**src/hw/rtl/bdt_pkg.sv**
```systemverilog
`timescale 1ns / 1ps
// Package: shared types, codes and constants of the button debounce/toggle/hold core.
package bdt_pkg;

    // Buttons that have raw and mode bits on the ports
    localparam int WIRED_BUTTONS = 8;
    localparam int NUM_BUTTONS_DEF = 8;

    // Configuration reset values
    localparam logic [3:0]  ACTIVE_COUNT_RST = 4'd8;
    localparam logic [15:0] MODE_BITS_RST    = 16'd0;
    localparam logic [15:0] DEBOUNCE_MS_RST  = 16'd20;
    localparam logic [15:0] HOLD_THR_MS_RST  = 16'd1000;

    // held / 1000 == (held * SEC_RECIP) >> SEC_SHIFT for every 32-bit held
    localparam int          SEC_RECIP_W = 29;
    localparam logic [28:0] SEC_RECIP   = 29'd274877907;
    localparam int          SEC_SHIFT   = 38;
    localparam int          SEC_PROD_W  = 32 + SEC_RECIP_W;

    typedef enum logic [1:0] {
        MODE_IGNORE = 2'd0,
        MODE_ANALOG = 2'd1,
        MODE_DIRECT = 2'd2,
        MODE_TOGGLE = 2'd3
    } t_mode;

    typedef enum logic {
        ACT_SCAN  = 1'b0,
        ACT_CLEAR = 1'b1
    } t_action;

    typedef enum logic [1:0] {
        CFG_ACTIVE_COUNT = 2'd0,
        CFG_MODE_BITS    = 2'd1,
        CFG_DEBOUNCE_MS  = 2'd2,
        CFG_HOLD_THR_MS  = 2'd3
    } t_cfg_reg;

    // What happens to the hold seconds byte when the transaction reaches the output
    typedef enum logic [1:0] {
        SECS_KEEP  = 2'd0,
        SECS_CLEAR = 2'd1,
        SECS_LOAD  = 2'd2
    } t_secs_op;

    // Per-button control from the top level for one transaction
    typedef struct packed {
        logic  step;   // transaction moves from the input register into the state stage
        logic  scan;   // button is scanned by this transaction
        logic  clear;  // button's toggle state is cleared by this transaction
        t_mode mode;
    } t_lane_ctl;

endpackage

```
**src/hw/rtl/bdt_lane.sv**
```systemverilog
`timescale 1ns / 1ps
// Module: state and update logic of one button, with the hold-seconds conversion stage.
module bdt_lane (
    input  logic                i_clk,
    input  logic                i_rst_n,
    input  bdt_pkg::t_lane_ctl  i_ctl,
    input  logic                i_out_load,
    input  logic                i_raw,
    input  logic [31:0]         i_now,
    input  logic [15:0]         i_debounce_ms,
    input  logic [15:0]         i_hold_thr_ms,
    output logic                o_debounced,
    output logic                o_logical,
    output logic                o_hold_flag,
    output logic [7:0]          o_hold_secs
);

    logic                   r_raw_latch, n_raw_latch;
    logic [31:0]            r_change_time, n_change_time;
    logic                   r_debounced, n_debounced;
    logic                   r_logical, n_logical;
    logic                   r_hold_flag, n_hold_flag;
    logic [31:0]            r_hold_start, n_hold_start;
    logic [31:0]            r_held, n_held;
    bdt_pkg::t_secs_op      r_secs_op, n_secs_op;
    logic [7:0]             r_hold_secs;

    logic                   raw_chg;
    logic [31:0]            db_diff;
    logic                   db_ok;
    logic                   press;
    logic                   release_edge;
    logic [31:0]            held;
    logic                   hold_hit;
    logic [bdt_pkg::SEC_PROD_W-1:0] sec_prod;

    always_comb begin
        raw_chg       = (i_raw != r_raw_latch);
        n_raw_latch   = i_raw;
        n_change_time = raw_chg ? i_now : r_change_time;
        db_diff       = i_now - r_change_time;
        // a fresh change has zero stable time
        db_ok         = raw_chg ? (i_debounce_ms == 16'd0)
                                : (db_diff >= {16'd0, i_debounce_ms});
        n_debounced   = ((i_raw != r_debounced) && db_ok) ? i_raw : r_debounced;
        press         = n_debounced & ~r_debounced;
        release_edge  = ~n_debounced & r_debounced;
        held          = press ? 32'd0 : (i_now - r_hold_start);
        hold_hit      = (held >= {16'd0, i_hold_thr_ms});

        n_logical     = r_logical;
        n_hold_flag   = r_hold_flag;
        n_hold_start  = r_hold_start;
        n_held        = held;
        n_secs_op     = bdt_pkg::SECS_KEEP;

        if (i_ctl.scan) begin
            if (i_ctl.mode == bdt_pkg::MODE_DIRECT) begin
                n_logical = n_debounced;
            end else begin
                if (press) begin
                    n_logical    = ~r_logical;
                    n_hold_start = i_now;
                end
                if (n_debounced && hold_hit) begin
                    n_hold_flag = 1'b1;
                    n_secs_op   = bdt_pkg::SECS_LOAD;
                end else if (press || release_edge) begin
                    n_hold_flag = 1'b0;
                    n_secs_op   = bdt_pkg::SECS_CLEAR;
                end
            end
        end else if (i_ctl.clear) begin
            n_logical = 1'b0;
        end
    end

    always_ff @(posedge i_clk) begin
        if (!i_rst_n) begin
            r_raw_latch   <= 1'b0;
            r_change_time <= '0;
            r_debounced   <= 1'b0;
            r_logical     <= 1'b0;
            r_hold_flag   <= 1'b0;
            r_hold_start  <= '0;
            r_secs_op     <= bdt_pkg::SECS_KEEP;
        end else if (i_ctl.step) begin
            r_secs_op <= n_secs_op;
            if (i_ctl.scan) begin
                r_raw_latch   <= n_raw_latch;
                r_change_time <= n_change_time;
                r_debounced   <= n_debounced;
                r_hold_flag   <= n_hold_flag;
                r_hold_start  <= n_hold_start;
            end
            if (i_ctl.scan || i_ctl.clear) begin
                r_logical <= n_logical;
            end
        end
    end

    always_ff @(posedge i_clk) begin
        if (i_ctl.step) begin
            r_held <= n_held;
        end
    end

    // Whole seconds by reciprocal multiply; keep the low byte
    assign sec_prod = r_held * bdt_pkg::SEC_RECIP;

    always_ff @(posedge i_clk) begin
        if (!i_rst_n) begin
            r_hold_secs <= '0;
        end else if (i_out_load) begin
            case (r_secs_op)
                bdt_pkg::SECS_LOAD:  r_hold_secs <= sec_prod[bdt_pkg::SEC_SHIFT +: 8];
                bdt_pkg::SECS_CLEAR: r_hold_secs <= '0;
                default:             r_hold_secs <= r_hold_secs;
            endcase
        end
    end

    assign o_debounced = r_debounced;
    assign o_logical   = r_logical;
    assign o_hold_flag = r_hold_flag;
    assign o_hold_secs = r_hold_secs;

endmodule

```
**config.mk**
```make
export PLATFORM = sky130hd
export DESIGN_NAME = bdt_lane
export DESIGN_NICKNAME = d
export VERILOG_FILES = /design/src/hw/rtl/bdt_pkg.sv /design/src/hw/rtl/bdt_lane.sv
export SDC_FILE = /design/constraint.sdc
export NUM_CORES = 1
export LEC_CHECK = 0
export BUFFER_PORTS_ARGS = -buffer_cell sky130_fd_sc_hd__buf_2
export CORE_AREA = 2 2 232 234
export DETAILED_ROUTE_END_ITERATION = 16
export DIE_AREA = 0 0 234 236
export PLACE_DENSITY_LB_ADDON = 0.2
export SETUP_SLACK_MARGIN = 0.3
export SYNTH_ARGS = -nofsm -noshare
export SYNTH_HDL_FRONTEND = slang
export SYNTH_SLANG_ARGS = --single-unit
```
**constraint.sdc**
```tcl
create_clock -name i_clk -period 10.1 [get_ports i_clk]
set_input_delay 3.03 -clock i_clk [delete_from_list [all_inputs] [get_ports i_clk]]
set_output_delay 3.03 -clock i_clk [all_outputs]
set_load 0.02 [all_outputs]
```
==> impl_metrics.ini, run 1 <==
[status]
status = finished, final reports clean

[clocking]
clk_pin_slew_ps = 70
ctsHoldBuffers = 0
cts_buffer_depth = 2
cts_root_buffer = clkbuf_16
clock_sink_count = 110
cts_buffers = 9
insertion_delay_ps = 380
htree_levels = 3
tritoncts = done

[yosys]
yosys.area_share.simple_pct = 9.300
synth_xor_area_share_pct = 2.817
synth_mux_area_share_pct = 0.2884
ys_warn_count = 0
syn_inst = 2321
synth.largest_area_cell = fa_1
synth-seq-cells = 110
async_flop_share_pct = 0
synthTopCellsByArea = fa_1 27%, ha_1 24%, inv_1 11%
ys_seq_area_share_pct = 12.11
syn-cell-area_mm2 = 0.02083
syn_avg_cell_area_um2 = 8.973
synth_top_area_share_pct = 27.20
synth_nets = 3080
synth-edff-count = 32
synth_compound_area_share_pct = 12.32
synth_top_family_by_area = adder cells
synth_cell_types = 70
synthAdderAreaFrac_pct = 51.41
synthFlopType = dfxtp_1

[timing]
fmax_mhz = 106.5
finalSetupViolCount = 0
rsz0062_at_grt = false
tightest_slew_ps = 946.4
clock_skew_ps = 16.42
layout_min_cycle_time_ps = 9386
final_max_slew_viol_count = 0
fin_crit_sh_pct = 92.93
timing.final.ws_setup_ps = 713.6
slew-limit-headroom_pct = 36.75
finalHoldViolCount = 0
finalSetupTns_ps = 0

[routing]
drc_errors = 0
initialDrtViolationCount = 567
routed_via_density = 4.899
antenna_left = 0
firstDrtPassIters = 5
drt-total-wl_um = 52440
vias = 15382
wl_per_cell_um = 16.70

[grt]
grt_pass1_wl_um = 87220
grt-ovfl-total = 0
track_usage_pct = 20.05
grt_max_degree = 77
grt_pass1_vias = 16653
antenna_found_initial = 0

[setup_path]
cp.required_ps = 10360
max_stage_delay_ps = 480
setup.worst_path.end_class = flip-flop
slowest_stage = or4b_4
path_class = input port to flip-flop
crit_top_cell = o21ai_1
critPathMaxFanout = 2
start_kind = input port
crit_arrival_ps = 9640

[floorplan]
die_h_um = 236
io_pins = 84
chipWidth_um = 234
core_mm2 = 0.05307
rows = 85
start_util_pct = 39.25
dieArea_mm2 = 0.05522

[layout]
areaGrowthSynthToFinish_pct = 9.630
diodes = 0
fillers = 5295
final_cell_count_no_fill = 3140
fin_nets = 3199
drive_gt1_share_pct = 7.815
utilization_pct = 43.02

[min_path]
min_path_type = flip-flop to flip-flop

[place]
port_buffers = 83
place_inst = 3125
post-place-ws_ps = -501.2
globalplace.congestion = 0.8859
hpwl_um = 44490

[run]
max_cap_viol_count = 0
## critical path: cells and delay by family
| family | cells | cell delay [ps] |
|---|---|---|
| AOI/OAI and AO/OA | 18 | 3190 |
| adders and majority gates | 4 | 1020 |
| buffers and inverters | 3 | 330 |
| xor gates and xnor gates | 1 | 90 |
| and+or+nand+nor | 12 | 1940 |
## cell usage in the layout, fill, tap and decap left out, drive strengths merged, types with 10 or more instances in the layout
cell    count
fa        283
xnor2      43
a21boi     70
a211oi     10
nand4      21
nand2     193
nor2b      15
inv       617
edfxtp     32
a21oi     100
nand2b     16
ha        403
dfxtp      78
nor2       78
o21bai     12
xor2       24
nor3       17
a21o       37
buf       145
o21a       17
o21ai      62
o211ai     12
nand3      34
and3       11
## per-layer routing
layer  up-vias  global-route usage [%]  part of all wire, %
li1       7680                       -                    -
met1      7480                   25.56                   44
met2       181                   36.77                   52
met3        41                   1.209                  1.7
met4         0                   4.565                  2.0
met5         -                       0                    0
## final timing paths
kind                               start                          end  slack (ps)  cells past startpoint
max reg2reg         r_held[17]$_DFFE_PP_  o_hold_secs[4]$_SDFFE_PN0P_        2120                     26
max                             i_now[1]     o_hold_flag$_SDFFE_PN0P_         710                     38
min          o_hold_secs[4]$_SDFFE_PN0P_  o_hold_secs[4]$_SDFFE_PN0P_         460                      2
min reg2reg  o_hold_secs[4]$_SDFFE_PN0P_  o_hold_secs[4]$_SDFFE_PN0P_         460                      2
## area by class of cell
cell class / instances / area [um2] / share of cell area, %
clock buffers: 9 / 225.2 / 0.9864
clock inverters: 6 / 45.04 / 0.1973
inverters: 614 / 2305 / 10.09
multi-input cells: 1560 / 15980 / 70.00
flip-flops and latches: 110 / 2522 / 11.05
well taps: 696 / 870.8 / 3.814
repair buffers: 145 / 880.8 / 3.858
## logic make-up after synthesis
logic type	count (synthesis)
compound gates	380
xor+xnor	67
fa+ha+maj	686
buf+inv	651
flops	110
mux	6
simple gates	421
## repair_timing
action | in CTS | in global routing
pin swaps | 1 | 21
hold endpoints to repair | 0 | 0
buffers inserted | 0 | 0
setup endpoints to repair | 3 | 3
resized for setup | 8 | 18
## synthesized netlist by cell type (5+ instances only)
cell         n
a211oi_1     8
clkbuf_1    35
fa_1       283
a31oi_1      6
and3_1      11
nand2b_1    15
a2111oi_0    5
nand2_1    193
nor2_1      78
o21bai_1    12
a21boi_0    70
mux2i_1      6
o21a_1      17
nand3_1     34
nor3_1      17
ha_1       403
dfxtp_1     78
o211ai_1    12
xor2_1      24
a21o_1      37
o21ai_1     10
o31ai_1      6
xnor2_1     43
nand4_1     21
o21ai_0     52
a21oi_1     98
and2_1       9
edfxtp_1    32
inv_1      614
nor4_1       7
nor2b_1     15
## per-stage QoR
| stage | hold WS, ps | cell area [um2] |
|---|---|---|
| 2_1_floorplan | 443.5 | 20830 |
| 3_3_place_gp | 434.0 | 22440 |
| 3_5_place_dp | 442.3 | 22440 |
| 4_1_cts | 459.1 | 22750 |
| 5_1_grt | 482.8 | 22830 |
| 6_report | 458.8 | 22830 |
## sequential cells by signal, summed over array words and instances (netlist names)
register       flops
r_secs_op          2
o_hold_secs        8
r_hold_start      32
r_raw_latch        1
r_held            32
o_hold_flag        1
o_debounced        1
o_logical          1
r_change_time     32
Power of run 1 is left out: the tool's default activity adds up to more than one toggle a clock period on the data nets, which glitch-free logic cannot reach.
==> inputs of run 2 (changes only) <==
Settings changed: PLACE_DENSITY from default to 0.61, PLACE_DENSITY_LB_ADDON 0.2 to default.
==> run 2 against run 1 <==
Cell area decreased by 0.61%. Critical path depth did not move. Die area is the same. Maximum frequency is essentially flat. Worst setup slack gained 5.3 ps. Largest cell class unchanged. Flip-flop and latch count unchanged. Critical path type unchanged. First-iteration DRC count fell by 1.1%.
==> impl_metrics.ini, run 2 (same netlist as run 1, synthesis figures left out) <==
[timing]
layout_min_cycle_time_ps = 9381
tightest_slew_ps = 1041
finalHoldViolCount = 0
final_max_slew_viol_count = 0
fin_crit_sh_pct = 92.88
clock_skew_ps = 18.12
fmax_mhz = 106.6
timing.hold.ws_ps = 450.2
slew-limit-headroom_pct = 30.41
finalSetupViolCount = 0
rsz0062_at_grt = false

[clocking]
ctsHoldBuffers = 0
cts_setup_buffers = 0
cts_buffers = 9
clk_pin_slew_ps = 80
htree_levels = 3
clock_sink_count = 110
cts_buffer_depth = 2
tritoncts = done
insertion_delay_ps = 390
cts_root_buffer = clkbuf_16

[setup_path]
start_kind = input port
critPathMaxFanout = 2
path_class = input port to flip-flop
crit_buf_inv = 3
cpLargestDelayFamily = compound AO/OA/AOI/OAI gates
setup.worst_path.end_class = flip-flop
max_stage_delay_ps = 520
crit_arrival_ps = 9710
slowest_stage = or4b_4
cp.required_ps = 10430

[layout]
regArea_mm2 = 0.002522
fillers = 5199
fin_nets = 3184
areaGrowthSynthToFinish_pct = 8.957
layout_commonest_cell = inv_1
multi_input_area_mm2 = 0.01593
drive_gt1_share_pct = 6.996
layout_common_cells = 614 x inv_1, 402 x ha_1, 283 x fa_1
diodes = 0
largestRegisters = r_change_time: 32 flops, r_held: 32 flops, r_hold_start: 32 flops

[floorplan]
io_pins = 84
die_h_um = 236
dieArea_mm2 = 0.05522
core_mm2 = 0.05307
chipWidth_um = 234
rows = 85
start_util_pct = 39.25

[run]
max_cap_viol_count = 0

[grt]
grt_max_degree = 77
grt_pass1_vias = 16317
track_usage_pct = 19.32
antenna_found_initial = 0
grt_pass1_wl_um = 84170
grt-ovfl-total = 0

[routing]
drc_errors = 0
antenna_left = 0
firstDrtPassIters = 5
routed_via_density = 4.951
vias = 15478
drt-total-wl_um = 51010
wl_per_cell_um = 16.32
initialDrtViolationCount = 561

[place]
hpwl_um = 43210
globalplace.congestion = 0.9012
port_buffers = 83

[status]
status = finished, final reports clean

[min_path]
min_path_type = flip-flop to flip-flop
==> run 2: cell types whose count changed in the layout (fill, tap and decap cells not counted), sizes merged <==
cell      delta
buf         -15
clkinv       +1
inv          +1
clkinvlp     -1
==> run 2: repair_timing <==
action	in CTS	in global routing
setup endpoints to repair	3	3
pin swaps	0	6
cloned	0	0
resized for setup	7	8
==> run 2: final cells by class <==
class	instances	area share [%]
multi-input combinational	1560	70.18
sequential	110	11.12
inverter	614	10.16
tap	696	3.837
timing repair buffer	130	3.385
clock buffer	9	0.9924
clock inverter	7	0.3308
==> run 2: worst min-delay path: stages (launching register included) <==
cell     delay [ps]
dfxtp_1         330
nand2_1          40
o21ai_0          50
==> run 2: routing by layer <==
layer	up-vias	global-route usage, %	part of all wire (%)
li1	7662	-	-
met1	7534	24.82	44
met2	215	34.25	50
met3	67	1.294	2.4
met4	0	6.291	3.1
met5	-	0	0
==> run 2: final timing paths <==
check | start | end | slack, ps | cells past startpoint
worst max-delay path | i_now[1] | r_secs_op[0]$_SDFFE_PN0P_ | 720 | 38
worst min-delay path | o_hold_secs[5]$_SDFFE_PN0P_ | o_hold_secs[5]$_SDFFE_PN0P_ | 450 | 2
worst max register to register | r_held[9]$_DFFE_PP_ | o_hold_secs[4]$_SDFFE_PN0P_ | 2030 | 24
worst min register to register | o_hold_secs[5]$_SDFFE_PN0P_ | o_hold_secs[5]$_SDFFE_PN0P_ | 450 | 2
==> run 2: stage by stage <==
| step | utilization, % | TNS (ps) | cell area (um2) | instances | setup slack (ps) |
|---|---|---|---|---|---|
| after floorplan | - | 0 | 20830 | 2321 | 412.8 |
| after global placement | 42.08 | -815.7 | 22330 | 3110 | -291.9 |
| after detailed placement | 42.08 | -986.5 | 22330 | 3110 | -368.4 |
| after CTS | 42.71 | 0 | 22670 | 3126 | 309.8 |
| after global routing | 42.76 | 0 | 22690 | 3126 | 305.7 |
| final | 42.76 | 0 | 22690 | 3126 | 718.9 |
Power of run 2 is left out for the same reason.
==> inputs of run 3 (changes only) <==
Settings changed: ABC_AREA from default to 1, CELL_PAD_IN_SITES_DETAIL_PLACEMENT from default to 0, CELL_PAD_IN_SITES_GLOBAL_PLACEMENT from default to 2, CORE_AREA 2 2 232 234 to 2 2 256 258, DIE_AREA 0 0 234 236 to 0 0 258 260, PLACE_DENSITY 0.61 to 0.82.
==> run 3 against run 2 <==
Non-clock buffer count down 40. Cell area up 5.6%. Critical endpoint is now o_hold_flag$_SDFFE_PN0P_. Synthesized cell count up 23%. Critical path type unchanged.
==> impl_metrics.ini, run 3 <==
[status]
status = finished, final reports clean

[yosys]
synth_cell_types = 45
synthTopCellsByCount = 796 x inv_1, 435 x nand2_1, 403 x ha_1
synth_mux_area_share_pct = 0
async_flop_share_pct = 0
synthFlopType = dfxtp_1
yosys.area_share.simple_pct = 15.32
ys_warn_count = 0
synth.most_common_cell = inv_1
synth_nets = 3616
ys_seq_area_share_pct = 11.34
syn-cell-area_mm2 = 0.02224
synth-edff-count = 32
synthAdderAreaFrac_pct = 48.14
synthTopCellsByArea = fa_1 25%, ha_1 23%, inv_1 13%
syn_avg_cell_area_um2 = 7.785
synth-seq-cells = 110
synth_compound_area_share_pct = 9.715
synth_top_area_share_pct = 25.47
synth_top_family_by_area = adder cells
synth.largest_area_cell = fa_1
synth_xor_area_share_pct = 1.457
syn_inst = 2857

[routing]
routed_via_density = 4.799
wl_per_cell_um = 17.91
drt-total-wl_um = 67940
initialDrtViolationCount = 877
drc_errors = 0
vias = 18207
antenna_left = 0
firstDrtPassIters = 5

[clocking]
ctsHoldBuffers = 0
tritoncts = done
cts-resized-gates = 0
clock_sink_count = 110
cts_root_buffer = clkbuf_16
cts_buffers = 9
htree_levels = 3
cts_buffer_depth = 2
clk_pin_slew_ps = 80
insertion_delay_ps = 380
cts_setup_buffers = 0

[floorplan]
die_h_um = 260
chipWidth_um = 258
start_util_pct = 34.69
rows = 93
core_mm2 = 0.06412
io_pins = 84
dieArea_mm2 = 0.06708

[layout]
largestRegisters = r_change_time: 32 flops, r_held: 32 flops, r_hold_start: 32 flops
diodes = 0
final_cell_count_no_fill = 3794
fin_area_mm2 = 0.02397
layout_commonest_cell = inv_1
layout_common_cells = 796 x inv_1, 434 x nand2_1, 403 x ha_1
fin_nets = 3694
drive_gt1_share_pct = 5.274
areaGrowthSynthToFinish_pct = 7.757

[min_path]
hold_end = r_hold_start[10]$_SDFFE_PN0P_
min_path_type = flip-flop to flip-flop
worstHoldStart = r_hold_start[10]$_SDFFE_PN0P_
holdPathStages = 2

[timing]
finalHoldViolCount = 0
tightest_slew_ps = 1100
final_max_slew_viol_count = 0
fin_crit_sh_pct = 85.08
finalSetupTns_ps = 0
rsz0062_at_grt = false
timing.final.ws_setup_ps = 1507
clock_skew_ps = 13.74
fmax_mhz = 116.4
finalSetupViolCount = 0
slew-limit-headroom_pct = 26.42
layout_min_cycle_time_ps = 8593

[setup_path]
reg2reg_depth = 23
slowest_stage = fa_1
max_stage_delay_ps = 410
crit_arrival_ps = 8880
r2r-end = o_hold_secs[7]$_SDFFE_PN0P_
reg2reg_from = r_held[7]$_DFFE_PP_
start_kind = input port
setup.worst_path.end_class = flip-flop
path_class = input port to flip-flop
rrSetupSlack_ps = 3130
crit_top_cell = nand2_1
critPathMaxFanout = 24
cp.required_ps = 10380

[place]
post-place-ws_ps = 1122
globalplace.congestion = 0.9000
place_inst = 3779
placed_area_mm2 = 0.02370
port_buffers = 83
hpwl_um = 59780

[grt]
grt_max_degree = 66
grt_pass1_wl_um = 106800
grt-ovfl-total = 0
track_usage_pct = 20.73
grt_pass1_vias = 19228
antenna_found_initial = 1

[run]
max_cap_viol_count = 0
==> run 3: cell types whose count changed in the layout (fill, tap and decap cells not counted), sizes merged, moves of 40 or more <==
| cell | delta |
|---|---|
| a21boi | -61 |
| a21oi | +99 |
| buf | -40 |
| inv | +191 |
| nand2 | +261 |
| nand3 | +53 |
| nor2 | +98 |
| o21ai | +73 |
==> run 3: per-stage QoR <==
| step | hold WS [ps] | utilization (%) |
|---|---|---|
| after CTS | 463.6 | 37.38 |
| after global placement | 444.1 | 36.96 |
| final | 459.8 | 37.38 |
| after global routing | 475.9 | 37.38 |
| after detailed placement | 450.9 | 36.96 |
| after floorplan | 433.1 | - |
==> run 3: how the worst max path moves through the flow <==
| stage | to | slack, ps | start | cells past startpoint |
|---|---|---|---|---|
| 6_report | o_hold_flag$_SDFFE_PN0P_ | 1510 | i_now[0] | 45 |
| 5_1_grt | o_hold_flag$_SDFFE_PN0P_ | 810 | i_now[11] | 44 |
| 4_1_cts | o_hold_flag$_SDFFE_PN0P_ | 1500 | i_now[12] | 44 |
| 3_5_place_dp | o_hold_flag$_SDFFE_PN0P_ | 1120 | i_now[12] | 44 |
| 3_3_place_gp | o_hold_flag$_SDFFE_PN0P_ | 1200 | i_now[12] | 44 |
| 2_1_floorplan | o_hold_flag$_SDFFE_PN0P_ | 2410 | i_now[0] | 44 |
==> run 3: logic make-up (layout without fill, tap and decap cells) <==
group | Yosys count | count (layout)
AOI/OAI and AO/OA | 396 | 396
xor gates and xnor gates | 37 | 37
adders and majority gates | 686 | 686
buffers and inverters | 831 | 913
DFF | 110 | 110
and+or+nand+nor | 797 | 797
==> run 3: worst max-delay path: cells and delay by family <==
family,cells,cell delay [ps]
and+or+nand+nor,26,2290
adders and majority gates,5,1570
AOI/OAI and AO/OA,7,1030
buffers and inverters,6,760
xor gates and xnor gates,1,170
==> run 3: layer usage <==
| metal | up-vias | share of wire (%) | global-route usage, % | routed length (um) |
|---|---|---|---|---|
| met2 | 315 | 51 | 38.05 | 34690 |
| met4 | 2 | 3.2 | 7.065 | 2203 |
| li1 | 9013 | - | - | - |
| met5 | - | 0.024 | 0 | 16 |
| met1 | 8785 | 43 | 25.19 | 28930 |
| met3 | 92 | 3.1 | 2.125 | 2096 |
==> run 3: layout make-up <==
type                            instances  area [um2]
Sequential cell                       110        2522
Clock buffer                           10       229.0
Fill cell                            6791       40150
Multi-Input combinational cell       1916       16600
Tap cell                              855        1070
Clock inverter                          5       42.54
Inverter                              808        3033
Timing Repair Buffer                   90       467.9
Power of run 3 is left out for the same reason.
